### src/design/pak_pkg.sv
// ----------------------------------------------------------------------------
// pak_pkg
// Shared types, constants and a helper function of the pixel alpha keyer.
// ----------------------------------------------------------------------------
package pak_pkg;

    localparam int FRAC_BITS = 10;
    localparam int ONE       = 1 << FRAC_BITS;
    localparam int HALF      = ONE / 2;
    localparam int Q_W       = FRAC_BITS + 1;

    localparam int MAX_DIM = 4096;
    localparam int COORD_W = 12;
    localparam int DIM_W   = 13;

    localparam int DIV_Q_W   = COORD_W + FRAC_BITS;
    localparam int DIV_R_W   = DIM_W;
    localparam int MAG_W     = DIV_Q_W;
    localparam int VSQ_W     = 2 * MAG_W;
    localparam int VSUM_W    = VSQ_W + 1;
    localparam int SQ_IN_W   = VSUM_W + 1;
    localparam int SQ_OUT_W  = SQ_IN_W / 2;
    localparam int SQ_REM_W  = SQ_OUT_W + 2;
    localparam int CSQ_W     = 2 * Q_W - 1;
    localparam int CSUM_W    = CSQ_W + 2;
    localparam int NUM_W     = SQ_OUT_W + 2;
    localparam int DEN_W     = Q_W;
    localparam int PROD_W    = 2 * Q_W - 1;
    localparam int SCALED_W  = PROD_W + 8;
    localparam int ALPHA_SHIFT = FRAC_BITS + 10;

    localparam int LUMA_WR    = 13933;
    localparam int LUMA_WG    = 46871;
    localparam int LUMA_WB    = 4732;
    localparam int LUMA_RND   = 32768;
    localparam int LUMA_SHIFT = 16;
    localparam int LUMA_W     = Q_W + LUMA_SHIFT;

    localparam int COLOR_STAGES = 4;
    localparam int SD_LEN   = DIV_Q_W + COLOR_STAGES + SQ_OUT_W + 1 + FRAC_BITS + 2;
    localparam int TAP_T    = DIV_Q_W - 1;
    localparam int CRES_LEN = SQ_OUT_W;
    localparam int PF_LEN   = FRAC_BITS;

    localparam int CFG_W   = 24;
    localparam int CFG_A_W = 3;
    localparam logic [CFG_A_W-1:0] REG_MODE      = 3'd0;
    localparam logic [CFG_A_W-1:0] REG_THRESHOLD = 3'd1;
    localparam logic [CFG_A_W-1:0] REG_SOFTNESS  = 3'd2;
    localparam logic [CFG_A_W-1:0] REG_KEY_COLOR = 3'd3;
    localparam logic [CFG_A_W-1:0] REG_OPACITY   = 3'd4;
    localparam logic [CFG_A_W-1:0] REG_VIG_INNER = 3'd5;
    localparam logic [CFG_A_W-1:0] REG_VIG_OUTER = 3'd6;
    localparam logic [CFG_A_W-1:0] REG_FRAME     = 3'd7;

    typedef enum logic [3:0] {
        MODE_ALPHA        = 4'd0,
        MODE_LUMA_KEY     = 4'd1,
        MODE_INV_LUMA_KEY = 4'd2,
        MODE_LUMA         = 4'd3,
        MODE_INV_LUMA     = 4'd4,
        MODE_CHROMA       = 4'd5,
        MODE_MAX_RGB      = 4'd6,
        MODE_SAT_KEY      = 4'd7,
        MODE_EDGE         = 4'd8,
        MODE_THRESHOLD    = 4'd9,
        MODE_RED          = 4'd10,
        MODE_GREEN        = 4'd11,
        MODE_BLUE         = 4'd12,
        MODE_VIGNETTE     = 4'd13
    } mode_t;

    typedef struct packed {
        logic [7:0]         red_in;
        logic [7:0]         green_in;
        logic [7:0]         blue_in;
        logic [7:0]         alpha_in;
        logic [COORD_W-1:0] column;
        logic [COORD_W-1:0] line;
    } pix_t;

    typedef struct packed {
        logic [7:0] red_out;
        logic [7:0] green_out;
        logic [7:0] blue_out;
        logic [7:0] key_alpha;
    } key_t;

    typedef struct packed {
        logic [7:0] red;
        logic [7:0] green;
        logic [7:0] blue;
        logic [7:0] alpha;
    } rgba_t;

    typedef struct packed {
        logic [CSUM_W-1:0] chroma_sum;
        logic [Q_W-1:0]    key_v;
        logic [Q_W-1:0]    direct;
    } color_res_t;

    typedef struct packed {
        logic           fix;
        logic [Q_W-1:0] fix_val;
        logic           use_ramp;
        logic           invert;
        logic [Q_W-1:0] direct;
    } prep_t;

    function automatic logic [Q_W-1:0] chan_q(input logic [7:0] c);
        logic [Q_W-1:0] base;
        logic [Q_W-1:0] y;
        logic [2:0]     corr;
        base = {1'b0, c, 2'b00};
        y    = base + Q_W'(127);
        if (y >= Q_W'(1020))
            corr = 3'd4;
        else if (y >= Q_W'(765))
            corr = 3'd3;
        else if (y >= Q_W'(510))
            corr = 3'd2;
        else if (y >= Q_W'(255))
            corr = 3'd1;
        else
            corr = 3'd0;
        return base + Q_W'(corr);
    endfunction

endpackage

### src/design/pak_color.sv
// ----------------------------------------------------------------------------
// pak_color
// Four-stage color datapath: channel scaling, luma, max/min, key color
// distance squares, and the per-mode key value and direct alpha.
// ----------------------------------------------------------------------------
module pak_color (
    input  logic                 clk,
    input  logic                 en,
    input  pak_pkg::rgba_t       rgba,
    input  pak_pkg::mode_t       mode,
    input  logic [23:0]          key_color,
    output pak_pkg::color_res_t  res
);

    localparam int Q = pak_pkg::Q_W;
    localparam int L = pak_pkg::LUMA_W;
    localparam int C = pak_pkg::CSQ_W;

    logic [Q-1:0] s1_r_reg, s1_g_reg, s1_b_reg, s1_a_reg;
    logic [Q-1:0] s1_kr_reg, s1_kg_reg, s1_kb_reg;
    logic [Q-1:0] s1_r_next, s1_g_next, s1_b_next, s1_a_next;
    logic [Q-1:0] s1_kr_next, s1_kg_next, s1_kb_next;

    logic [L-1:0] s2_pr_reg, s2_pg_reg, s2_pb_reg;
    logic [L-1:0] s2_pr_next, s2_pg_next, s2_pb_next;
    logic [Q-1:0] s2_mx_reg, s2_mn_reg, s2_dr_reg, s2_dg_reg, s2_db_reg;
    logic [Q-1:0] s2_mx_next, s2_mn_next, s2_dr_next, s2_dg_next, s2_db_next;
    logic [Q-1:0] s2_r_reg, s2_g_reg, s2_b_reg, s2_a_reg;

    logic [Q-1:0] s3_luma_reg, s3_sat_reg, s3_mx_reg;
    logic [Q-1:0] s3_luma_next, s3_sat_next;
    logic [C-1:0] s3_qr_reg, s3_qg_reg, s3_qb_reg;
    logic [C-1:0] s3_qr_next, s3_qg_next, s3_qb_next;
    logic [Q-1:0] s3_r_reg, s3_g_reg, s3_b_reg, s3_a_reg;

    pak_pkg::color_res_t s4_reg;
    pak_pkg::color_res_t s4_next;

    always_comb
    begin
        s1_r_next  = pak_pkg::chan_q(rgba.red);
        s1_g_next  = pak_pkg::chan_q(rgba.green);
        s1_b_next  = pak_pkg::chan_q(rgba.blue);
        s1_a_next  = pak_pkg::chan_q(rgba.alpha);
        s1_kr_next = pak_pkg::chan_q(key_color[23:16]);
        s1_kg_next = pak_pkg::chan_q(key_color[15:8]);
        s1_kb_next = pak_pkg::chan_q(key_color[7:0]);
    end

    always_comb
    begin
        logic [Q-1:0] mx;
        logic [Q-1:0] mn;
        s2_pr_next = L'(L'(pak_pkg::LUMA_WR) * L'(s1_r_reg));
        s2_pg_next = L'(L'(pak_pkg::LUMA_WG) * L'(s1_g_reg));
        s2_pb_next = L'(L'(pak_pkg::LUMA_WB) * L'(s1_b_reg));
        mx = (s1_r_reg > s1_g_reg) ? s1_r_reg : s1_g_reg;
        mn = (s1_r_reg < s1_g_reg) ? s1_r_reg : s1_g_reg;
        if (s1_b_reg > mx)
            mx = s1_b_reg;
        if (s1_b_reg < mn)
            mn = s1_b_reg;
        s2_mx_next = mx;
        s2_mn_next = mn;
        s2_dr_next = (s1_r_reg >= s1_kr_reg) ? s1_r_reg - s1_kr_reg : s1_kr_reg - s1_r_reg;
        s2_dg_next = (s1_g_reg >= s1_kg_reg) ? s1_g_reg - s1_kg_reg : s1_kg_reg - s1_g_reg;
        s2_db_next = (s1_b_reg >= s1_kb_reg) ? s1_b_reg - s1_kb_reg : s1_kb_reg - s1_b_reg;
    end

    always_comb
    begin
        logic [L-1:0] lsum;
        lsum = s2_pr_reg + s2_pg_reg + s2_pb_reg + L'(pak_pkg::LUMA_RND);
        s3_luma_next = Q'(lsum >> pak_pkg::LUMA_SHIFT);
        s3_sat_next  = s2_mx_reg - s2_mn_reg;
        s3_qr_next   = C'(C'(s2_dr_reg) * C'(s2_dr_reg));
        s3_qg_next   = C'(C'(s2_dg_reg) * C'(s2_dg_reg));
        s3_qb_next   = C'(C'(s2_db_reg) * C'(s2_db_reg));
    end

    always_comb
    begin
        s4_next.chroma_sum = pak_pkg::CSUM_W'(s3_qr_reg) + pak_pkg::CSUM_W'(s3_qg_reg)
                           + pak_pkg::CSUM_W'(s3_qb_reg);
        s4_next.key_v = (mode == pak_pkg::MODE_SAT_KEY) ? s3_sat_reg : s3_luma_reg;
        unique case (mode)
            pak_pkg::MODE_ALPHA:     s4_next.direct = s3_a_reg;
            pak_pkg::MODE_LUMA:      s4_next.direct = s3_luma_reg;
            pak_pkg::MODE_INV_LUMA:  s4_next.direct = Q'(pak_pkg::ONE) - s3_luma_reg;
            pak_pkg::MODE_MAX_RGB:   s4_next.direct = s3_mx_reg;
            pak_pkg::MODE_THRESHOLD: s4_next.direct =
                (s3_luma_reg >= Q'(pak_pkg::HALF)) ? Q'(pak_pkg::ONE) : '0;
            pak_pkg::MODE_RED:       s4_next.direct = s3_r_reg;
            pak_pkg::MODE_GREEN:     s4_next.direct = s3_g_reg;
            pak_pkg::MODE_BLUE:      s4_next.direct = s3_b_reg;
            default:                 s4_next.direct = Q'(pak_pkg::ONE);
        endcase
    end

    always_ff @(posedge clk)
    begin
        if (en)
        begin
            s1_r_reg    <= s1_r_next;
            s1_g_reg    <= s1_g_next;
            s1_b_reg    <= s1_b_next;
            s1_a_reg    <= s1_a_next;
            s1_kr_reg   <= s1_kr_next;
            s1_kg_reg   <= s1_kg_next;
            s1_kb_reg   <= s1_kb_next;
            s2_pr_reg   <= s2_pr_next;
            s2_pg_reg   <= s2_pg_next;
            s2_pb_reg   <= s2_pb_next;
            s2_mx_reg   <= s2_mx_next;
            s2_mn_reg   <= s2_mn_next;
            s2_dr_reg   <= s2_dr_next;
            s2_dg_reg   <= s2_dg_next;
            s2_db_reg   <= s2_db_next;
            s2_r_reg    <= s1_r_reg;
            s2_g_reg    <= s1_g_reg;
            s2_b_reg    <= s1_b_reg;
            s2_a_reg    <= s1_a_reg;
            s3_luma_reg <= s3_luma_next;
            s3_sat_reg  <= s3_sat_next;
            s3_mx_reg   <= s2_mx_reg;
            s3_qr_reg   <= s3_qr_next;
            s3_qg_reg   <= s3_qg_next;
            s3_qb_reg   <= s3_qb_next;
            s3_r_reg    <= s2_r_reg;
            s3_g_reg    <= s2_g_reg;
            s3_b_reg    <= s2_b_reg;
            s3_a_reg    <= s2_a_reg;
            s4_reg      <= s4_next;
        end
    end

    assign res = s4_reg;

endmodule

### config.mk
export PLATFORM = sky130hd
export DESIGN_NAME = pak_color
export DESIGN_NICKNAME = d
export VERILOG_FILES = /design/src/design/pak_pkg.sv /design/src/design/pak_color.sv
export SDC_FILE = /design/constraint.sdc
export NUM_CORES = 2
export LEC_CHECK = 0
export BUFFER_PORTS_ARGS = -buffer_cell sky130_fd_sc_hd__buf_4
export CAP_MARGIN = 10
export CORE_ASPECT_RATIO = 0.6
export CORE_MARGIN = 4
export CORE_UTILIZATION = 59
export DETAILED_ROUTE_END_ITERATION = 8
export PLACE_DENSITY = 0.79
export RECOVER_POWER = 100
export SYNTH_ARGS = -nofsm -noshare
export SYNTH_HDL_FRONTEND = slang
export SYNTH_SLANG_ARGS = --single-unit
### constraint.sdc
create_clock -name clk -period 5.7 [get_ports clk]
set_input_delay 1.14 -clock clk [delete_from_list [all_inputs] [get_ports clk]]
set_output_delay 1.14 -clock clk [all_outputs]
set_load 0.005 [all_outputs]
Yosys cells after proc, flatten, opt, wreduce, memory -nomap -nowiden
Index checks and enable logic that the tools add are counted.

storage, ports and cells
  flip-flop bits (word level) = 435
  bits of input ports = 62
  output and inout bits = 45
  word-level logic and storage cells = 148

operators by class
  $add $sub $neg = 27
  multiply operators = 6
  magnitude comparators = 36
  equality and inequality tests = 8
  multiplexer cells = 38
  reductions and logical operators = 1

operator list
  operator                                               number
  >= comparator 11 x 10 -> 1 bit, second input constant  15
  two-way mux 11 bit                                     9
  one-hot mux 11 bit (8 select lines)                    1
  adder 10 x 3 -> 11 bit                                 7
  adder 10 x 7 -> 11 bit, second input constant          7
  >= comparator 11 x 8 -> 1 bit, second input constant   7
  >= comparator 11 x 9 -> 1 bit, second input constant   7
  subtractor 11 bit                                      7
  multiplier 11 x 11 -> 21 bit                           3
  >= comparator 11 bit                                   3
  two-way mux 2 bit                                      14
  adder 25 x 27 -> 27 bit                                1
  adder 27 x 16 -> 27 bit, second input constant         1
  adder 27 x 24 -> 27 bit                                1
  multiplier 16 x 11 -> 27 bit, first input constant     1
  multiplier 14 x 11 -> 25 bit, first input constant     1
  adder 22 x 21 -> 23 bit                                1
  adder 21 x 21 -> 22 bit                                1
  greater-than comparator 11 bit                         2
  < comparator 11 bit                                    2
  multiplier 11 x 11 -> 22 bit, first input constant     1
  two-way mux 3 bit                                      7
  == test 4 bit, second input constant                   4
  == test 4 x 3 -> 1 bit, second input constant          3
  other kinds (4)                                        10

Longest topological paths before layout
  depth in word-level cells = 7
  depth in mapped cells = 22
  mapped depth without buffers = 21

Worst setup path before layout
Ideal clock, no wire load.

  path kind = register to register
  from = register s2_db_reg[2]
  to = register s3_qb_reg[20] (data pin)
  library setup time = 261 ps
  arrival time = 5179 ps
  required time = 5439 ps
  setup slack = 259 ps
  cell stages (with the launch flop) = 21
  path buffers = 1
  period minus slack after synthesis = 5441 ps
  cell sequence = edfxtp_1 -> clkbuf_1 -> and2_1 -> fa_1 -> inv_1 -> fa_1 -> inv_1 -> fa_1 -> fa_1 -> inv_1 -> fa_1 -> inv_1 -> ha_1 -> a21o_1 -> a21o_1 -> a21oi_1 -> o21ai_0 -> a21o_1 -> a21oi_1 -> o21ai_0 -> xnor2_1

between the ends
  cells in the longest elaborated chain, start to end = 1

RTL lines
  item                          line              source
  from (decl)                   pak_color.sv:26   logic [Q-1:0] s2_mx_reg, s2_mn_reg, s2_dr_reg, s2_dg_reg, s2_db_reg;
  from (signal assigned)        pak_color.sv:118  s2_db_reg <= s2_db_next;
  multiplier 11 x 11 -> 21 bit  pak_color.sv:78   s3_qb_next = C'(C'(s2_db_reg) * C'(s2_db_reg));
  net s3_qb_next[20]            pak_color.sv:33   logic [C-1:0] s3_qr_next, s3_qg_next, s3_qb_next;
  to (signal assigned)          pak_color.sv:128  s3_qb_reg <= s3_qb_next;
  to (decl)                     pak_color.sv:32   logic [C-1:0] s3_qr_reg, s3_qg_reg, s3_qb_reg;

The timed path passes the listed nets, and every way through them passes these cells.
A chain may end at the register's enable or synchronous reset.

Worst setup path after layout
  from = register s1_r_reg[6]
  to = register s2_pr_reg[22] (data pin)

between the ends
  cells in the longest elaborated chain, start to end = 1

RTL lines
  item                          line              source
  from (decl)                   pak_color.sv:19   logic [Q-1:0] s1_r_reg, s1_g_reg, s1_b_reg, s1_a_reg;
  from (signal assigned)        pak_color.sv:104  s1_r_reg <= s1_r_next;
  multiplier 14 x 11 -> 25 bit  pak_color.sv:54   s2_pr_next = L'(L'(pak_pkg::LUMA_WR) * L'(s1_r_reg));
  net s2_pr_next[22]            pak_color.sv:25   logic [L-1:0] s2_pr_next, s2_pg_next, s2_pb_next;
  to (signal assigned)          pak_color.sv:111  s2_pr_reg <= s2_pr_next;
  to (decl)                     pak_color.sv:24   logic [L-1:0] s2_pr_reg, s2_pg_reg, s2_pb_reg;

The timed path passes the listed nets, and every way through them passes these cells.

==> run metrics <==
vias in the first global route 27799; first-pass GRT wire length 156000 um; fin. max-slew vios 389; WL/cell 19.9 um; DR iter-0 viols 2806; Post-synth ARST share 0%; H-Tree Depth 2; fmax 182 MHz; Vert. Die Dim 212 um; status complete, but fails checks; clk sink count 428; All-Layer GR Usage 27.2%; flops & latches, synth 428; TritonCTS buffer count 45; routed via count 28220; # rows 74; antenna violations before repair 10; CTS tree done; Crit path buffers/inverters 4; Port Buf Inserts 106; GPL Wtd Cong 0.970; crit share post-route 96.2%; max reg flops 45; area occupied by registers 0.0129 mm^2; Final setup viols 0; pin count of the biggest net entering global routing 104; top_reg_cell synth edfxtp_1; 1st-pass router iterations 6; Seq/Total Area, Yosys 31.4%; Core Region 0.0684 mm^2; crit-path leading delay family adder cells; delay of the slowest critical-path stage 540 ps; Fillers 5281; ranking of synthesized cells by area edfxtp_1 (31%), fa_1 (18%), ha_1 (18%); Critical Path RT 6090 ps; Final HPWL DP 79200 um; Ys Warns 0; most frequent cell on the critical path fa_1; # DRC 0; area share of the largest cell type after synthesis 31.4%; final wirelength 98300 um; IO Pins 107; final hold violations 0; share of layout cells above drive strength 1 7.07%; cts hold-fix bufs 0; Hold Worst Slack 412 ps; failing checks capacitance limit, slew limit; Slew HR -86.5%; Post-synth EDFFs 428; dominant cell by count in the synthesized netlist inv_1; clock buffer depth 3; Initial Util 59.9%; Root Driver clkbuf_16; slowest library cell on the worst path clkbuf_1; max-cap viol count 4; startpoint type of the worst setup path flop; commonest cells in the netlist inv_1 (738), ha_1 (584), edfxtp_1 (428); die width 348 um; Cells after Synth 3801; global route overflow 0; crit end category flop; placed cells 4827; Multi-input gate area 0.0251 mm^2; nets 5005; syn_area_per_cell 10.8 um^2; CP Cell Sequence clkbuf_1, ha_1, inv_1, fa_1, fa_1, inv_1, fa_1, fa_1, ha_1, nor2_1, inv_1, a21oi_1, a21oi_1, a31oi_1, o21ai_0, a31oi_1, xnor2_1; Hold Path Class flop to flop; min Tclk post-route 5480 ps; CP Max Fanout 7; worst endpoint data arrival time 5870 ps; Synth area leader edfxtp_1; Layout area overhead 9.42%; worst-margin pin slew 2800 ps; crit path kind flop to flop; CTS clk-pin slew, worst paths 60 ps; final std cells w/o fill 4929; clk_lat worst skew 640 ps; Cell Area, Synth 0.0410 mm^2; die area 0.0739 mm^2; Distinct cells, synth 74; vias per cell 5.73; clock skew 41.0 ps; antenna fix cells 0; antenna-violating nets left 0
-- metal layers --
| metal | vias up | global-route usage (%) | part of all wire, % |
|---|---|---|---|
| met2 | 1173 | 36.8 | 39 |
| met3 | 112 | 8.86 | 13 |
| met1 | 13742 | 43.0 | 47 |
| li1 | 13181 | - | - |
| met5 | - | 0 | 0.082 |
| met4 | 12 | 4.10 | 1.2 |
-- final timing paths --
path,from,to,slack (ps),cells past startpoint
max,s1_r_reg[6],s2_pr_reg[22],220,17
min,s2_g_reg[4],s3_g_reg[4],410,0
max reg2reg,s1_r_reg[6],s2_pr_reg[22],220,17
min reg2reg,s2_g_reg[4],s3_g_reg[4],410,0
-- cell type report --
type / instances / share of cell area [%]
multi-input combinational: 2569 / 56.1
sequential: 428 / 28.7
clock buffer: 50 / 2.55
clock inverter: 33 / 0.968
tap: 912 / 2.54
inverter: 738 / 6.18
timing repair buffer: 199 / 3.04
-- what timing repair did --
action	CTS	global route
gates resized for setup	0	13
endpoints found under the setup margin	0	16
endpoints found under the hold margin	0	0
buffers inserted	0	19
-- layout by cell type, fill, tap and decap left out, types with 11 or more instances in the layout --
cell type,n
mux2_2,17
buf_4,118
and2_0,11
nor2b_1,38
a22oi_1,23
nand2b_1,24
and2_1,97
xor2_1,88
edfxtp_1,428
a21oi_1,154
xnor2_1,161
o21ai_0,114
clkbuf_4,44
a211oi_1,12
o21a_1,20
or3_1,15
mux2i_1,57
nand3_1,66
ha_1,584
and3_1,23
nor2_1,146
a221oi_1,12
a31oi_1,18
nand4_1,29
a21o_1,95
inv_1,738
nor3_1,57
o21bai_1,26
fa_1,378
or2_2,11
clkbuf_16,45
clkbuf_1,36
nand2_1,165
-- kinds of logic (layout without fill, tap and decap cells) --
logic type	after synthesis	in the layout	share of synthesized area (%)
xor+xnor	249	249	5.32
simple gates	712	712	8.68
other cells	1	3	0.00915
compound gates	562	562	8.90
buf+inv	806	1020	7.40
mux	79	79	2.00
flops	428	428	31.4
fa+ha+maj	964	964	36.3
-- metrics by stage --
stage | instance area [um^2] | setup slack, ps | utilization (%) | TNS, ps
2_1_floorplan | 41000 | 259 | - | 0
3_3_place_gp | 43300 | 266 | 63.2 | 0
3_5_place_dp | 43300 | 57.2 | 63.2 | 0
4_1_cts | 44900 | 40.5 | 65.6 | 0
5_1_grt | 44800 | -9.13 | 65.5 | -9.13
6_report | 44800 | 217 | 65.5 | 0
-- worst register-to-register path: stages, from the launching register on --
cell and delay (ps):
edfxtp_1 350, clkbuf_1 540, ha_1 330, inv_1 130, fa_1 500, fa_1 510
inv_1 70, fa_1 520, fa_1 500, ha_1 340, nor2_1 60, inv_1 60
a21oi_1 60, a21oi_1 240, a31oi_1 200, o21ai_0 500, a31oi_1 190, xnor2_1 160
Power is left out: the tool's default activity adds up to more than one toggle a clock period on the data nets, which glitch-free logic cannot reach.
