--- src/design/pak_pkg.sv ---
// ----------------------------------------------------------------------------
// pak_pkg
// Shared types, constants and a helper function of the pixel alpha keyer.
// ----------------------------------------------------------------------------
package pak_pkg;

    localparam int FRAC_BITS = 10;
    localparam int ONE       = 1 << FRAC_BITS;
    localparam int HALF      = ONE / 2;
    localparam int Q_W       = FRAC_BITS + 1;

    localparam int MAX_DIM = 4096;
    localparam int COORD_W = 12;
    localparam int DIM_W   = 13;

    localparam int DIV_Q_W   = COORD_W + FRAC_BITS;
    localparam int DIV_R_W   = DIM_W;
    localparam int MAG_W     = DIV_Q_W;
    localparam int VSQ_W     = 2 * MAG_W;
    localparam int VSUM_W    = VSQ_W + 1;
    localparam int SQ_IN_W   = VSUM_W + 1;
    localparam int SQ_OUT_W  = SQ_IN_W / 2;
    localparam int SQ_REM_W  = SQ_OUT_W + 2;
    localparam int CSQ_W     = 2 * Q_W - 1;
    localparam int CSUM_W    = CSQ_W + 2;
    localparam int NUM_W     = SQ_OUT_W + 2;
    localparam int DEN_W     = Q_W;
    localparam int PROD_W    = 2 * Q_W - 1;
    localparam int SCALED_W  = PROD_W + 8;
    localparam int ALPHA_SHIFT = FRAC_BITS + 10;

    localparam int LUMA_WR    = 13933;
    localparam int LUMA_WG    = 46871;
    localparam int LUMA_WB    = 4732;
    localparam int LUMA_RND   = 32768;
    localparam int LUMA_SHIFT = 16;
    localparam int LUMA_W     = Q_W + LUMA_SHIFT;

    localparam int COLOR_STAGES = 4;
    localparam int SD_LEN   = DIV_Q_W + COLOR_STAGES + SQ_OUT_W + 1 + FRAC_BITS + 2;
    localparam int TAP_T    = DIV_Q_W - 1;
    localparam int CRES_LEN = SQ_OUT_W;
    localparam int PF_LEN   = FRAC_BITS;

    localparam int CFG_W   = 24;
    localparam int CFG_A_W = 3;
    localparam logic [CFG_A_W-1:0] REG_MODE      = 3'd0;
    localparam logic [CFG_A_W-1:0] REG_THRESHOLD = 3'd1;
    localparam logic [CFG_A_W-1:0] REG_SOFTNESS  = 3'd2;
    localparam logic [CFG_A_W-1:0] REG_KEY_COLOR = 3'd3;
    localparam logic [CFG_A_W-1:0] REG_OPACITY   = 3'd4;
    localparam logic [CFG_A_W-1:0] REG_VIG_INNER = 3'd5;
    localparam logic [CFG_A_W-1:0] REG_VIG_OUTER = 3'd6;
    localparam logic [CFG_A_W-1:0] REG_FRAME     = 3'd7;

    typedef enum logic [3:0] {
        MODE_ALPHA        = 4'd0,
        MODE_LUMA_KEY     = 4'd1,
        MODE_INV_LUMA_KEY = 4'd2,
        MODE_LUMA         = 4'd3,
        MODE_INV_LUMA     = 4'd4,
        MODE_CHROMA       = 4'd5,
        MODE_MAX_RGB      = 4'd6,
        MODE_SAT_KEY      = 4'd7,
        MODE_EDGE         = 4'd8,
        MODE_THRESHOLD    = 4'd9,
        MODE_RED          = 4'd10,
        MODE_GREEN        = 4'd11,
        MODE_BLUE         = 4'd12,
        MODE_VIGNETTE     = 4'd13
    } mode_t;

    typedef struct packed {
        logic [7:0]         red_in;
        logic [7:0]         green_in;
        logic [7:0]         blue_in;
        logic [7:0]         alpha_in;
        logic [COORD_W-1:0] column;
        logic [COORD_W-1:0] line;
    } pix_t;

    typedef struct packed {
        logic [7:0] red_out;
        logic [7:0] green_out;
        logic [7:0] blue_out;
        logic [7:0] key_alpha;
    } key_t;

    typedef struct packed {
        logic [7:0] red;
        logic [7:0] green;
        logic [7:0] blue;
        logic [7:0] alpha;
    } rgba_t;

    typedef struct packed {
        logic [CSUM_W-1:0] chroma_sum;
        logic [Q_W-1:0]    key_v;
        logic [Q_W-1:0]    direct;
    } color_res_t;

    typedef struct packed {
        logic           fix;
        logic [Q_W-1:0] fix_val;
        logic           use_ramp;
        logic           invert;
        logic [Q_W-1:0] direct;
    } prep_t;

    function automatic logic [Q_W-1:0] chan_q(input logic [7:0] c);
        logic [Q_W-1:0] base;
        logic [Q_W-1:0] y;
        logic [2:0]     corr;
        base = {1'b0, c, 2'b00};
        y    = base + Q_W'(127);
        if (y >= Q_W'(1020))
            corr = 3'd4;
        else if (y >= Q_W'(765))
            corr = 3'd3;
        else if (y >= Q_W'(510))
            corr = 3'd2;
        else if (y >= Q_W'(255))
            corr = 3'd1;
        else
            corr = 3'd0;
        return base + Q_W'(corr);
    endfunction

endpackage

--- src/design/pak_ramp_div.sv ---
// ----------------------------------------------------------------------------
// pak_ramp_div
// Pipelined fraction divider for the soft ramp: num * ONE / den with
// num below den, one quotient bit per stage.
// ----------------------------------------------------------------------------
module pak_ramp_div (
    input  logic                          clk,
    input  logic                          en,
    input  logic [pak_pkg::DEN_W-1:0]     num,
    input  logic [pak_pkg::DEN_W-1:0]     den,
    output logic [pak_pkg::FRAC_BITS-1:0] quotient
);

    localparam int N = pak_pkg::FRAC_BITS;
    localparam int D = pak_pkg::DEN_W;

    logic [D-1:0] rem_reg  [0:N-1];
    logic [D-1:0] rem_next [0:N-1];
    logic [D-1:0] den_reg  [0:N-1];
    logic [N-1:0] quo_reg  [0:N-1];
    logic [N-1:0] quo_next [0:N-1];
    logic [D-1:0] src_rem  [0:N-1];
    logic [D-1:0] src_den  [0:N-1];
    logic [N-1:0] src_quo  [0:N-1];

    always_comb
    begin
        src_rem[0] = num;
        src_den[0] = den;
        src_quo[0] = '0;
        for (int k = 1; k < N; k++)
        begin
            src_rem[k] = rem_reg[k-1];
            src_den[k] = den_reg[k-1];
            src_quo[k] = quo_reg[k-1];
        end
    end

    always_comb
    begin
        logic [D:0] trial;
        logic       qbit;
        for (int k = 0; k < N; k++)
        begin
            trial = {src_rem[k], 1'b0};
            qbit  = (trial >= {1'b0, src_den[k]});
            if (qbit)
                rem_next[k] = D'(trial - {1'b0, src_den[k]});
            else
                rem_next[k] = trial[D-1:0];
            quo_next[k] = {src_quo[k][N-2:0], qbit};
        end
    end

    always_ff @(posedge clk)
    begin
        if (en)
        begin
            for (int k = 0; k < N; k++)
            begin
                rem_reg[k] <= rem_next[k];
                den_reg[k] <= src_den[k];
                quo_reg[k] <= quo_next[k];
            end
        end
    end

    assign quotient = quo_reg[N-1];

endmodule

--- config.mk ---
export PLATFORM = sky130hd
export DESIGN_NAME = pak_ramp_div
export DESIGN_NICKNAME = d
export VERILOG_FILES = /design/src/design/pak_pkg.sv /design/src/design/pak_ramp_div.sv
export SDC_FILE = /design/constraint.sdc
export NUM_CORES = 1
export LEC_CHECK = 0
export ABC_CLOCK_PERIOD_IN_PS = 2900
export BUFFER_PORTS_ARGS = -buffer_cell sky130_fd_sc_hd__buf_2
export CAP_MARGIN = 20
export CORE_ASPECT_RATIO = 1.25
export CORE_MARGIN = 1.5
export CORE_UTILIZATION = 60
export CTS_CLUSTER_SIZE = 12
export DETAILED_ROUTE_END_ITERATION = 6
export HOLD_SLACK_MARGIN = 0.15
export PLACE_DENSITY = 0.84
export SLEW_MARGIN = 20
export SYNTH_ARGS = -nofsm -noshare
export SYNTH_HDL_FRONTEND = slang
export SYNTH_SLANG_ARGS = --single-unit
export TNS_END_PERCENT = 50
--- constraint.sdc ---
create_clock -name clk -period 2.9 [get_ports clk]
set_clock_uncertainty 0.2 [all_clocks]
set_input_delay 0.145 -clock clk [delete_from_list [all_inputs] [get_ports clk]]
set_output_delay 0.145 -clock clk [all_outputs]
set_load 0.1 [all_outputs]
* Word level (Yosys, flattened, before mapping) *
Memory sizes are Yosys's and may differ from the RTL's.
Index checks and enable logic that the tools add are counted.

word-level totals
  flip-flop bits (word level) = 0
  bits in writable memories = 320
  input bits = 24
  word-level logic and storage cells = 35
  memories kept = 3

memory list
  memory   depth  bits a word  read ports  clocked after Yosys merged registers in  write ports  line                RTL
  den_reg  10     11           9           0                                        10           pak_ramp_div.sv:19  logic [D-1:0] den_reg [0:N-1];
  rem_reg  10     11           9           0                                        10           pak_ramp_div.sv:17  logic [D-1:0] rem_reg [0:N-1];
  quo_reg  10     10           10          0                                        10           pak_ramp_div.sv:20  logic [N-1:0] quo_reg [0:N-1];

operators by class
  $add $sub $neg = 10
  order comparisons = 10
  muxes and demuxes = 12

operators by type and width
  cell              count
  $ge A12 B11 Y1    10
  $mux W11          10
  $sub A11 B11 Y11  10
  $mux W1           2

* Depth between registers and ports, before layout *
Gate-level depths: netlist (run 1).
An unclocked memory read counts as a cell.

  depth in word-level cells = 3
  depth in mapped cells = 11

* Worst setup path after synthesis (run 1) *
No wires, ideal clock.

  kind = flip-flop to flip-flop
  from = mem den_reg[0][0] (netlist name)
  to = mem rem_reg[1][2] (netlist name), data pin
  data arrival time = 1990 ps
  data required time = 2438 ps
  setup slack = 448 ps
  stages on the path, launching flop included = 10
  path buffers = 1
  cell sequence = edfxtp_1 > inv_1 > fa_1 > o21ai_0 > nand2_1 > a21oi_1 > o21ai_1 > a41o_1 > buf_6 > mux2_1

RTL lines
  item             line
  start, declared  pak_ramp_div.sv:19
  end, declared    pak_ramp_div.sv:17

==> metrics, run 1 <==
status completed; post-CTS setup repair buffer count 0; internal power between 9000 and 10,000 uW; Vias ~8,400; Vias/cell a little under 6; initial antenna violation count 0; Syn Inst Count between 1,000 and 1,500; die height between 150 and 200 um; Tot GR Track Use 0.220; Placed Area roughly 14,000 sq um; Worst IR Drop VDD approximately 0.00064 V; WL final roughly 25 mm; asr flop ratio synth 0; PD cells ~940 nW/um^2; Post-DP HPWL 17.3 mm; Max FO, Critical Path 15; Buf/Inv on CP 0; Tmin final 2.78 ns; Routed Antenna Nets 0; initial DRC count approximately 470; Placer Congestion 0.906; RSZ-0062 raised after global routing false; CP peak stage delay a little over 0.4 ns; #FFs+latches synth ~250; Max Buffers Root-to-Sink 3; Max Cap Violations 0; Avg Cell Area, Syn 12.5 sq um; switching share of power 0.336; htree depth 1; share of cells above drive strength 1 0.122; Setup-failing EPs final 0; setup TNS 0 ns; Pleak 0.00610 uW; Root Driver clkbuf_16; buffers added on ports 33; Max Fclk about 360 MHz; Setup Crit Path Kind register to register; Final WS setup 0.121 ns; fin crit share 0.958; net count after synthesis between 1,000 and 1,500; drt first pass iters 5; Slew Limit Fails 0; Comb power frac 0.401; IO Pins 34; most common cell after layout, fill and taps aside edfxtp_1; Switch Pwr 4770 uW; Critical Path AT 2.85 ns; Post-synth EDFFs about 250; Sequential Power Share 0.393; sequential cell area fraction in the yosys report 0.569; routed len/inst ~17 um; Clk pwr share 0.206; Util after Layout 0.694; Post-Syn Area roughly 13,000 sq um; design area ~15,000 sq um; Worst EP required between 2 and 3 ns; top cells by area, synth edfxtp_1 57%, ha_1 10%, inv_1 3.4%; first-pass GRT wire length a little over 40 mm; Row Count 60; clk sinks 253; synth warn 0; number of global-route vias before repair 9,189; Worst-Skew Late Latency about 0.53 ns; Post-synth top flop edfxtp_1; Layout Nets 1,315; initial core utilization 0.616; leading area contributor after synthesis edfxtp_1; Setup WS pre-CTS -0.0181 ns; Die Span X between 100 and 150 um; CTS buffer count 26; CTS clk-pin slew, worst paths around 0.060 ns; worst slew pin tran 0.647 ns; CTS tree built; HP Class input port to register; CP Cell Sequence ha_1 > and3_2 > nand2_1 > o31a_2 > o21ai_4 > mux2_2; die area 23,200 sq um; CP endpoint kind register; Tot Pwr 14,200 uW; Slew HR 0.569; final hold vios 0; ant diodes 0; Slowest cell on crit path o21ai_4; core area 21,700 sq um; # DRC 0; Layout area overhead 12.7%; largest net degree at the start of global routing between 80 and 90; most frequent cells in the layout 253 x edfxtp_1, 122 x inv_1, 109 x ha_1; CP startpoint kind register; critical path's top delay family compound AO/OA/AOI/OAI gates; Overflow after GRT 0; Unique masters post-synth 61; Yosys top cell area share 0.569
worst reg2reg max path, cell delays in order, from the launching register on:
cell	delay [ns]
edfxtp_1	0.40
ha_1	0.38
and3_2	0.25
nand2_1	0.08
o31a_2	0.40
o21ai_4	0.41
mux2_2	0.40
cell usage after synthesis, types with 6 or more instances:
library cell / count
edfxtp_1: 253
a21o_1: 17
mux2_2: 34
o21ai_0: 48
xnor2_1: 48
o21bai_1: 12
fa_1: 9
and2_1: 6
a31oi_1: 12
a211oi_1: 16
nand2b_1: 7
xor2_1: 20
inv_1: 122
mux2_1: 11
a21oi_1: 86
buf_2: 7
nand2_1: 47
ha_1: 109
o211ai_1: 7
nand3_1: 16
nor2b_1: 11
nor2_1: 77
o21a_1: 16
worst paths after layout:
kind	from	endpoint	slack, ns	cells past startpoint
max	rem_reg[3][4]$_DFFE_PP_	rem_reg[4][6]$_DFFE_PP_	0.12	6
min	den[0]	den_reg[0][0]$_DFFE_PP_	0.18	2
max reg2reg	rem_reg[3][4]$_DFFE_PP_	rem_reg[4][6]$_DFFE_PP_	0.12	6
min reg2reg	quo_reg[8][5]$_DFFE_PP_	quo_reg[9][6]$_DFFE_PP_	0.22	0
power groups by stage:
stage	registers, uW	logic, uW	clock network, uW
6_report	5590	5700	2930
5_1_grt	5660	6300	3110
4_1_cts	5580	5670	2990
3_5_place_dp	5650	5550	0
3_3_place_gp	5590	5280	0
2_1_floorplan	5640	4220	0
kinds of logic after synthesis:
kind of cell,count (synthesis),synth area share
compound gates,266,0.129
xor+xnor,68,0.0446
fa+ha+maj,118,0.116
buf+inv,133,0.0400
flops,253,0.569
mux,47,0.0394
simple gates,185,0.0629
area by class of cell:
| type | count | area, sq um |
|---|---|---|
| clock buffers | 33 | 698 |
| clock inverters | 5 | 25.0 |
| fillers | 1492 | 6640 |
| inverters | 123 | 462 |
| multi-input cells | 684 | 5240 |
| flip-flops and latches | 253 | 7600 |
| well taps | 279 | 349 |
| repair buffers | 85 | 683 |
metrics by stage:
stage	std cells	hold slack, ns
6_report	1462	0.180
5_1_grt	1462	0.175
4_1_cts	1462	0.157
3_5_place_dp	1392	0.140
3_3_place_gp	1392	0.139
2_1_floorplan	1070	0.0439
layer usage:
| metal | share of wire | wire length, um | track usage | up-vias |
|---|---|---|---|---|
| met3 | 0.029 | 724 | 0.0262 | 71 |
| met1 | 0.33 | 8080 | 0.186 | 4048 |
| li1 | - | - | - | 4136 |
| met2 | 0.60 | 14800 | 0.473 | 185 |
| met5 | 0 | 0 | 0 | - |
| met4 | 0.043 | 1070 | 0.109 | 0 |
timing repair:
action                                  CTS  global route
endpoints found under the hold margin   100             0
endpoints found under the setup margin    4             9
hold buffers                             32             0
gates resized for setup                   1             4
Note: power is estimated with default switching activity, not from simulation.
==> run 2: changes to the inputs <==
Settings changed: CORE_UTILIZATION 60 to 51, PLACE_DENSITY 0.84 to 0.74.
==> run 2 against run 1 <==
  * Via count grew 0.25%
  * Worst hold slack lost 0.0029 ns
  * Critical endpoint is now rem_reg[0][10]$_DFFE_PP_
  * Clock power is essentially flat
==> metrics, run 2 (synthesis gave the netlist of run 1 again) <==
CP endpoint kind register (unchanged); most frequent cells in the layout 253 x edfxtp_1, 121 x inv_1, 108 x ha_1 (was 253 x edfxtp_1, 122 x inv_1, 109 x ha_1); Layout Nets 1,324 (was 1,315); Worst-Skew Late Latency 0.53 ns (about the same); worst slew pin tran 0.675 ns (was 0.647 ns); setup TNS 0 ns (unchanged); Max Buffers Root-to-Sink 3 (unchanged); Max Fclk 351 MHz (was 360 MHz); htree depth 1 (unchanged); design area 15,200 sq um (was 15,100 sq um); final hold vios 0 (unchanged); core area 25,800 sq um (was 21,700 sq um); most common cell after layout, fill and taps aside edfxtp_1 (unchanged); CTS tree built (unchanged); initial antenna violation count 0 (unchanged); switching share of power 0.333 (was 0.336); drt first pass iters 6 (was 5); initial DRC count 389 (was 473); Worst IR Drop VDD 0.000485 V (was 0.000638 V); Max Cap Violations 0 (unchanged); Clk pwr share 0.207 (was 0.206); Layout fillers 2,001 (was 1,492); CP startpoint kind input port (was register); # DRC 0 (unchanged); buffers added on ports 33 (unchanged); Slew Limit Fails 0 (unchanged); status completed (unchanged); Row Count 66 (was 60); die area 27,200 sq um (was 23,200 sq um); HP Class input port to register (unchanged); Tmin final 2.85 ns (was 2.78 ns); initial core utilization 0.517 (was 0.616); Pleak 0.00613 uW (was 0.00610 uW); fin crit share 0.981 (was 0.958); number of global-route vias before repair 8,991 (was 9,189); largest net degree at the start of global routing 80 (was 83); routed len/inst 15.5 um (was 16.9 um); Sequential Power Share 0.395 (was 0.393); Vias 8,461 (was 8,440); die height 184 um (was 170 um); Slew HR 0.550 (was 0.569); Routed Antenna Nets 0 (unchanged); internal power 9390 uW (was 9450 uW); WL final 23.7 mm (was 24.7 mm); Setup Crit Path Kind input port to register (was register to register); share of cells above drive strength 1 0.127 (was 0.122); Critical Path AT 2.98 ns (was 2.85 ns); Comb power frac 0.398 (was 0.401); RSZ-0062 raised after global routing false (unchanged); Die Span X 148 um (was 136 um); ant diodes 0 (unchanged); Post-DP HPWL 17.0 mm (was 17.3 mm); Placer Congestion 0.788 (was 0.906); Worst EP required 3.04 ns (was 2.97 ns); r2r setup slk 0.10 ns (was 0.12 ns); clk sinks 253 (unchanged); CTS buffer count 26 (unchanged); Max FO, Critical Path 5 (was 15); first-pass GRT wire length 38.2 mm (was 40.4 mm); Root Driver clkbuf_16 (unchanged); CTS clk-pin slew, worst paths 0.06 ns (about the same); Placed Area 14,100 sq um (was 14,000 sq um); Switch Pwr 4690 uW (was 4770 uW); Overflow after GRT 0 (unchanged); Setup-failing EPs final 0 (unchanged); PD cells 924 nW/um^2 (was 945 nW/um^2); Tot GR Track Use 0.174 (was 0.220); Vias/cell 5.51 (was 5.77); IO Pins 34 (unchanged); Layout area overhead 14.1% (was 12.7%)
[run 2: cell count changes in the layout (fill, tap and decap cells not counted), sizes merged]
cell / delta
dlygate4sd3: +5
buf: +4
inv: -1
clkinv: +5
clkbuf: -1
[run 2: final cells by class]
| class | count | area (sq um) | share of cell area |
|---|---|---|---|
| Tap cell | 340 | 425 | 0.0279 |
| Clock buffer | 32 | 673 | 0.0442 |
| Sequential cell | 253 | 7600 | 0.499 |
| Timing Repair Buffer | 94 | 767 | 0.0503 |
| Clock inverter | 9 | 47.5 | 0.00312 |
| Inverter | 123 | 462 | 0.0303 |
| Multi-Input combinational cell | 684 | 5270 | 0.346 |
[run 2: path summary, 6_finish.rpt]
path                                from                       end  depth (start not counted)
min                               den[3]   den_reg[0][3]$_DFFE_PP_                          2
max                               num[0]  rem_reg[0][10]$_DFFE_PP_                         11
max reg2reg  rem_reg[2][0]$_SDFFCE_PN0P_   rem_reg[3][8]$_DFFE_PP_                          8
min reg2reg      quo_reg[3][2]$_DFFE_PP_   quo_reg[4][3]$_DFFE_PP_                          0
[run 2: per-layer routing]
layer | track usage | routed length [um]
met2 | 0.389 | 14200
met3 | 0.0231 | 716
met5 | 0 | 0
met1 | 0.134 | 7790
met4 | 0.0888 | 983
[run 2: power groups by stage]
stage	Combinational, uW	Clock [uW]	Sequential (uW)
2_1_floorplan	4220	0	5640
6_report	5600	2920	5570
5_1_grt	6180	3120	5650
3_5_place_dp	5500	0	5640
3_3_place_gp	5320	0	5610
4_1_cts	5580	2980	5570
[run 2: through the flow]
stage | setup slack [ns] | total power [uW] | std cells | utilization | hold WS, ns
3_5_place_dp | -0.0168 | 11100 | 1456 | 0.545 | 0.140
5_1_grt | 0.0172 | 15000 | 1535 | 0.590 | 0.164
6_report | 0.0549 | 14100 | 1535 | 0.590 | 0.177
4_1_cts | 0.0308 | 14100 | 1534 | 0.588 | 0.151
2_1_floorplan | 0.448 | 9860 | 1070 | - | 0.0439
3_3_place_gp | 0.0235 | 10900 | 1456 | 0.545 | 0.138
[run 2: worst max-delay path, stage by stage]
cell,delay [ns]
dlygate4sd3_1,0.53
buf_2,0.16
fa_1,0.49
o211ai_1,0.20
nand2_1,0.15
a311oi_2,0.27
nor2b_4,0.21
buf_4,0.14
nand2_1,0.06
dlygate4sd3_1,0.55
o31ai_1,0.07
[run 2: timing repair]
item	CTS	global route
setup endpoints to repair	4	18
gates resized for setup	1	9
hold endpoints to repair	101	0
pin swaps	0	2
buffers inserted	0	1
hold buffers	37	0
==> run 3: changes to the inputs <==
Settings changed: ABC_AREA set to 1.
==> run 3 against run 2 <==
  * Clock power up 7.2%
  * Critical path type unchanged
  * Combinational power increased by 13%
  * Largest power group unchanged
  * Total power grew 6.9%
==> metrics, run 3 <==
setup TNS 0 ns (unchanged); Post-synth EDFFs 253 (unchanged); Final Non-Filler Cells 2,275 (was 1,535); Slowest cell on crit path dlygate4sd3_1 (unchanged); Max Fclk 358 MHz (was 351 MHz); IO Pins 34 (unchanged); Layout Nets 2,002 (was 1,324); Worst EP required 3.12 ns (was 3.04 ns); most common cell after layout, fill and taps aside nand2_1 (was edfxtp_1); fin crit share 0.963 (was 0.981); largest net degree at the start of global routing 76 (was 80); Setup WS pre-CTS 0.249 ns (was -0.0168 ns); Row Count 71 (was 66); Root Driver clkbuf_16 (unchanged); die area 31,800 sq um (was 27,200 sq um); CTS clk-pin slew, worst paths 0.06 ns (about the same); initial core utilization 0.519 (was 0.517); Worst-Skew Late Latency 0.55 ns (was 0.53 ns); Worst Min Path Start quo_reg[4][3]$_DFFE_PP_ (was den[3]); Post-synth top flop edfxtp_1 (unchanged); final hold vios 0 (unchanged); net count after synthesis 1,907 (was 1,212); buffers added on ports 33 (unchanged); drt first pass iters 5 (was 6); Tmin final 2.79 ns (was 2.85 ns); top cells by area, synth edfxtp_1 49%, nand2_1 13%, ha_1 8.7% (was edfxtp_1 57%, ha_1 10%, inv_1 3.4%); leading area contributor after synthesis edfxtp_1 (unchanged); RSZ-0062 raised after global routing false (unchanged); Avg Cell Area, Syn 8.87 sq um (was 12.5 sq um); hold worst-path end quo_reg[5][4]$_DFFE_PP_ (was den_reg[0][3]$_DFFE_PP_); share of cells above drive strength 1 0.109 (was 0.127); clk sinks 253 (unchanged); Final WS setup 0.107 ns (was 0.0549 ns); Post-DP HPWL 25.6 mm (was 17.0 mm); WL final 34.2 mm (was 23.7 mm); Overflow after GRT 0 (unchanged); CP Cell Sequence dlygate4sd3_1 > buf_2 > inv_1 > fa_1 > nand3_1 > nand3_2 > nand2_2 > nand3_2 > nand2_2 > nand3_1 > dlygate4sd3_1 > nand2_1 (was dlygate4sd3_1 > buf_2 > fa_1 > o211ai_1 > nand2_1 > a311oi_2 > nor2b_4 > buf_4 > nand2_1 > dlygate4sd3_1 > o31ai_1); Tot GR Track Use 0.221 (was 0.174); Yosys top cell area share 0.485 (was 0.569); Layout area overhead 11.5% (was 14.1%); Tot Pwr 15,100 uW (was 14,100 uW); Setup Crit Path Kind input port to register (unchanged); HP Class register to register (was input port to register); asr flop ratio synth 0 (unchanged); CTS buffer count 27 (was 26); PD cells 863 nW/um^2 (was 924 nW/um^2); Pleak 0.00840 uW (was 0.00613 uW); Max Cap Violations 0 (unchanged); Max Buffers Root-to-Sink 3 (unchanged); status completed (unchanged); Slew Limit Fails 0 (unchanged); htree depth 1 (unchanged); placed cell count 2,188 (was 1,456); routed len/inst 15.0 um (was 15.5 um); Syn Inst Count 1,765 (was 1,070); CP peak stage delay 0.62 ns (was 0.55 ns); Die Span X 160 um (was 148 um); Worst IR Drop VDD 0.000502 V (was 0.000485 V); ant diodes 0 (unchanged); number of global-route vias before repair 11,700 (was 8,991); die height 199 um (was 184 um); Vias/cell 5.16 (was 5.51); worst slew pin tran 0.605 ns (was 0.675 ns); most frequent cells in the layout 557 x nand2_1, 291 x inv_1, 253 x edfxtp_1 (was 253 x edfxtp_1, 121 x inv_1, 108 x ha_1); first-pass GRT wire length 56.2 mm (was 38.2 mm); sequential cell area fraction in the yosys report 0.485 (was 0.569); post-CTS setup repair buffer count 0 (unchanged); Slew HR 0.596 (was 0.550); Setup-failing EPs final 0 (unchanged); Vias 11,700 (was 8,461); Placer Congestion 0.914 (was 0.788); r2r endpoint rem_reg[1][4]$_DFFE_PP_ (was rem_reg[3][8]$_DFFE_PP_); Commonest cells post-synth 558 x nand2_1, 291 x inv_1, 253 x edfxtp_1 (was 253 x edfxtp_1, 122 x inv_1, 109 x ha_1); Worst Reg-to-Reg Cells 8 (unchanged); Routed Antenna Nets 0 (unchanged); core area 30,200 sq um (was 25,800 sq um); WHS Path Cells 0 (was 2); CP endpoint kind register (unchanged); Critical Path AT 3.01 ns (was 2.98 ns); # DRC 0 (unchanged); CTS tree built (unchanged); most common cell in the netlist nand2_1 (was edfxtp_1); Max FO, Critical Path 11 (was 5); r2r setup slk 0.20 ns (was 0.10 ns); Post-Syn Area 15,700 sq um (was 13,400 sq um); CP startpoint kind input port (unchanged); Unique masters post-synth 30 (was 61); synth warn 0 (unchanged); FF-to-FF Start den_reg[0][0]$_DFFE_PP_ (was rem_reg[2][0]$_SDFFCE_PN0P_); #FFs+latches synth 253 (unchanged); initial antenna violation count 0 (unchanged); initial DRC count 673 (was 389)
-- run 3: changes by cell type in the layout (fill, tap and decap cells not counted), sizes merged, moves of 42 or more --
| cell | before | now |
|---|---|---|
| nand2 | 47 | 596 |
| nand3 | 16 | 243 |
| mux2 | 45 | 0 |
| xnor2 | 48 | 0 |
| inv | 123 | 301 |
| o21ai | 56 | 1 |
| a21oi | 91 | 49 |
-- run 3: through the flow --
step	utilization	instance area (sq um)	hold slack, ns
6_report	0.578	17500	0.213
5_1_grt	0.578	17500	0.220
4_1_cts	0.578	17500	0.216
3_5_place_dp	0.537	16200	0.137
3_3_place_gp	0.537	16200	0.138
2_1_floorplan	-	15700	0.0439
-- run 3: metal layers --
layer | wire, um | share of wire | GRT usage | vias to the layer above
met4 | 1670 | 0.049 | 0.103 | 0
met3 | 1170 | 0.034 | 0.0240 | 110
met2 | 18400 | 0.54 | 0.436 | 244
li1 | - | - | - | 5941
met5 | 0 | 0 | 0 | -
met1 | 12900 | 0.38 | 0.234 | 5439
-- run 3: final cells by class --
class / count / area, sq um
Sequential cell: 253 / 7600
Fill cell: 2601 / 12700
Clock inverter: 10 / 91.3
Timing Repair Buffer: 93 / 761
Clock buffer: 33 / 698
Inverter: 300 / 1130
Tap cell: 401 / 502
Multi-Input combinational cell: 1185 / 6680
-- run 3: worst max-delay path by stage --
stage | startpoint | endpoint | depth (start not counted)
finish | den[0] | rem_reg[0][9]$_DFFE_PP_ | 12
CTS | den[0] | rem_reg[0][6]$_DFFE_PP_ | 12
global route | den_reg[0][0]$_DFFE_PP_ | rem_reg[1][5]$_DFFE_PP_ | 8
detailed placement | den_reg[0][0]$_DFFE_PP_ | rem_reg[1][5]$_DFFE_PP_ | 8
floorplan | den_reg[2][0]$_DFFE_PP_ | rem_reg[3][9]$_DFFE_PP_ | 9
global placement | den_reg[0][0]$_DFFE_PP_ | rem_reg[1][5]$_DFFE_PP_ | 8
-- run 3: repair_timing --
item	CTS	global route
resized for setup	0	1
hold buffers	44	0
endpoints found under the hold margin	103	0
setup endpoints to repair	0	10
-- run 3: cell families (layout without fill, tap and decap cells) --
kind of cell / Yosys count / after routing / share of synthesized area
AND/OR/NAND/NOR: 986 / 986 / 0.290
buffers and inverters: 327 / 436 / 0.0884
flip-flops: 253 / 253 / 0.485
adder cells (fa/ha/maj): 118 / 118 / 0.0986
AO/OA/AOI/OAI: 54 / 54 / 0.0227
XOR/XNOR: 27 / 27 / 0.0151
-- run 3: critical path, delay by kind of cell --
family / cells / cell delay [ns]
buffers and inverters: 4 / 1.41
AND/OR/NAND/NOR: 7 / 0.91
adder cells (fa/ha/maj): 1 / 0.54
-- run 3: power by group --
part / switching [uW] / total [uW] / internal (uW)
Clock: 1340 / 3130 / 1790
Combinational: 4020 / 6300 / 2280
Sequential: 501 / 5630 / 5130
Total: 5860 / 15100 / 9200
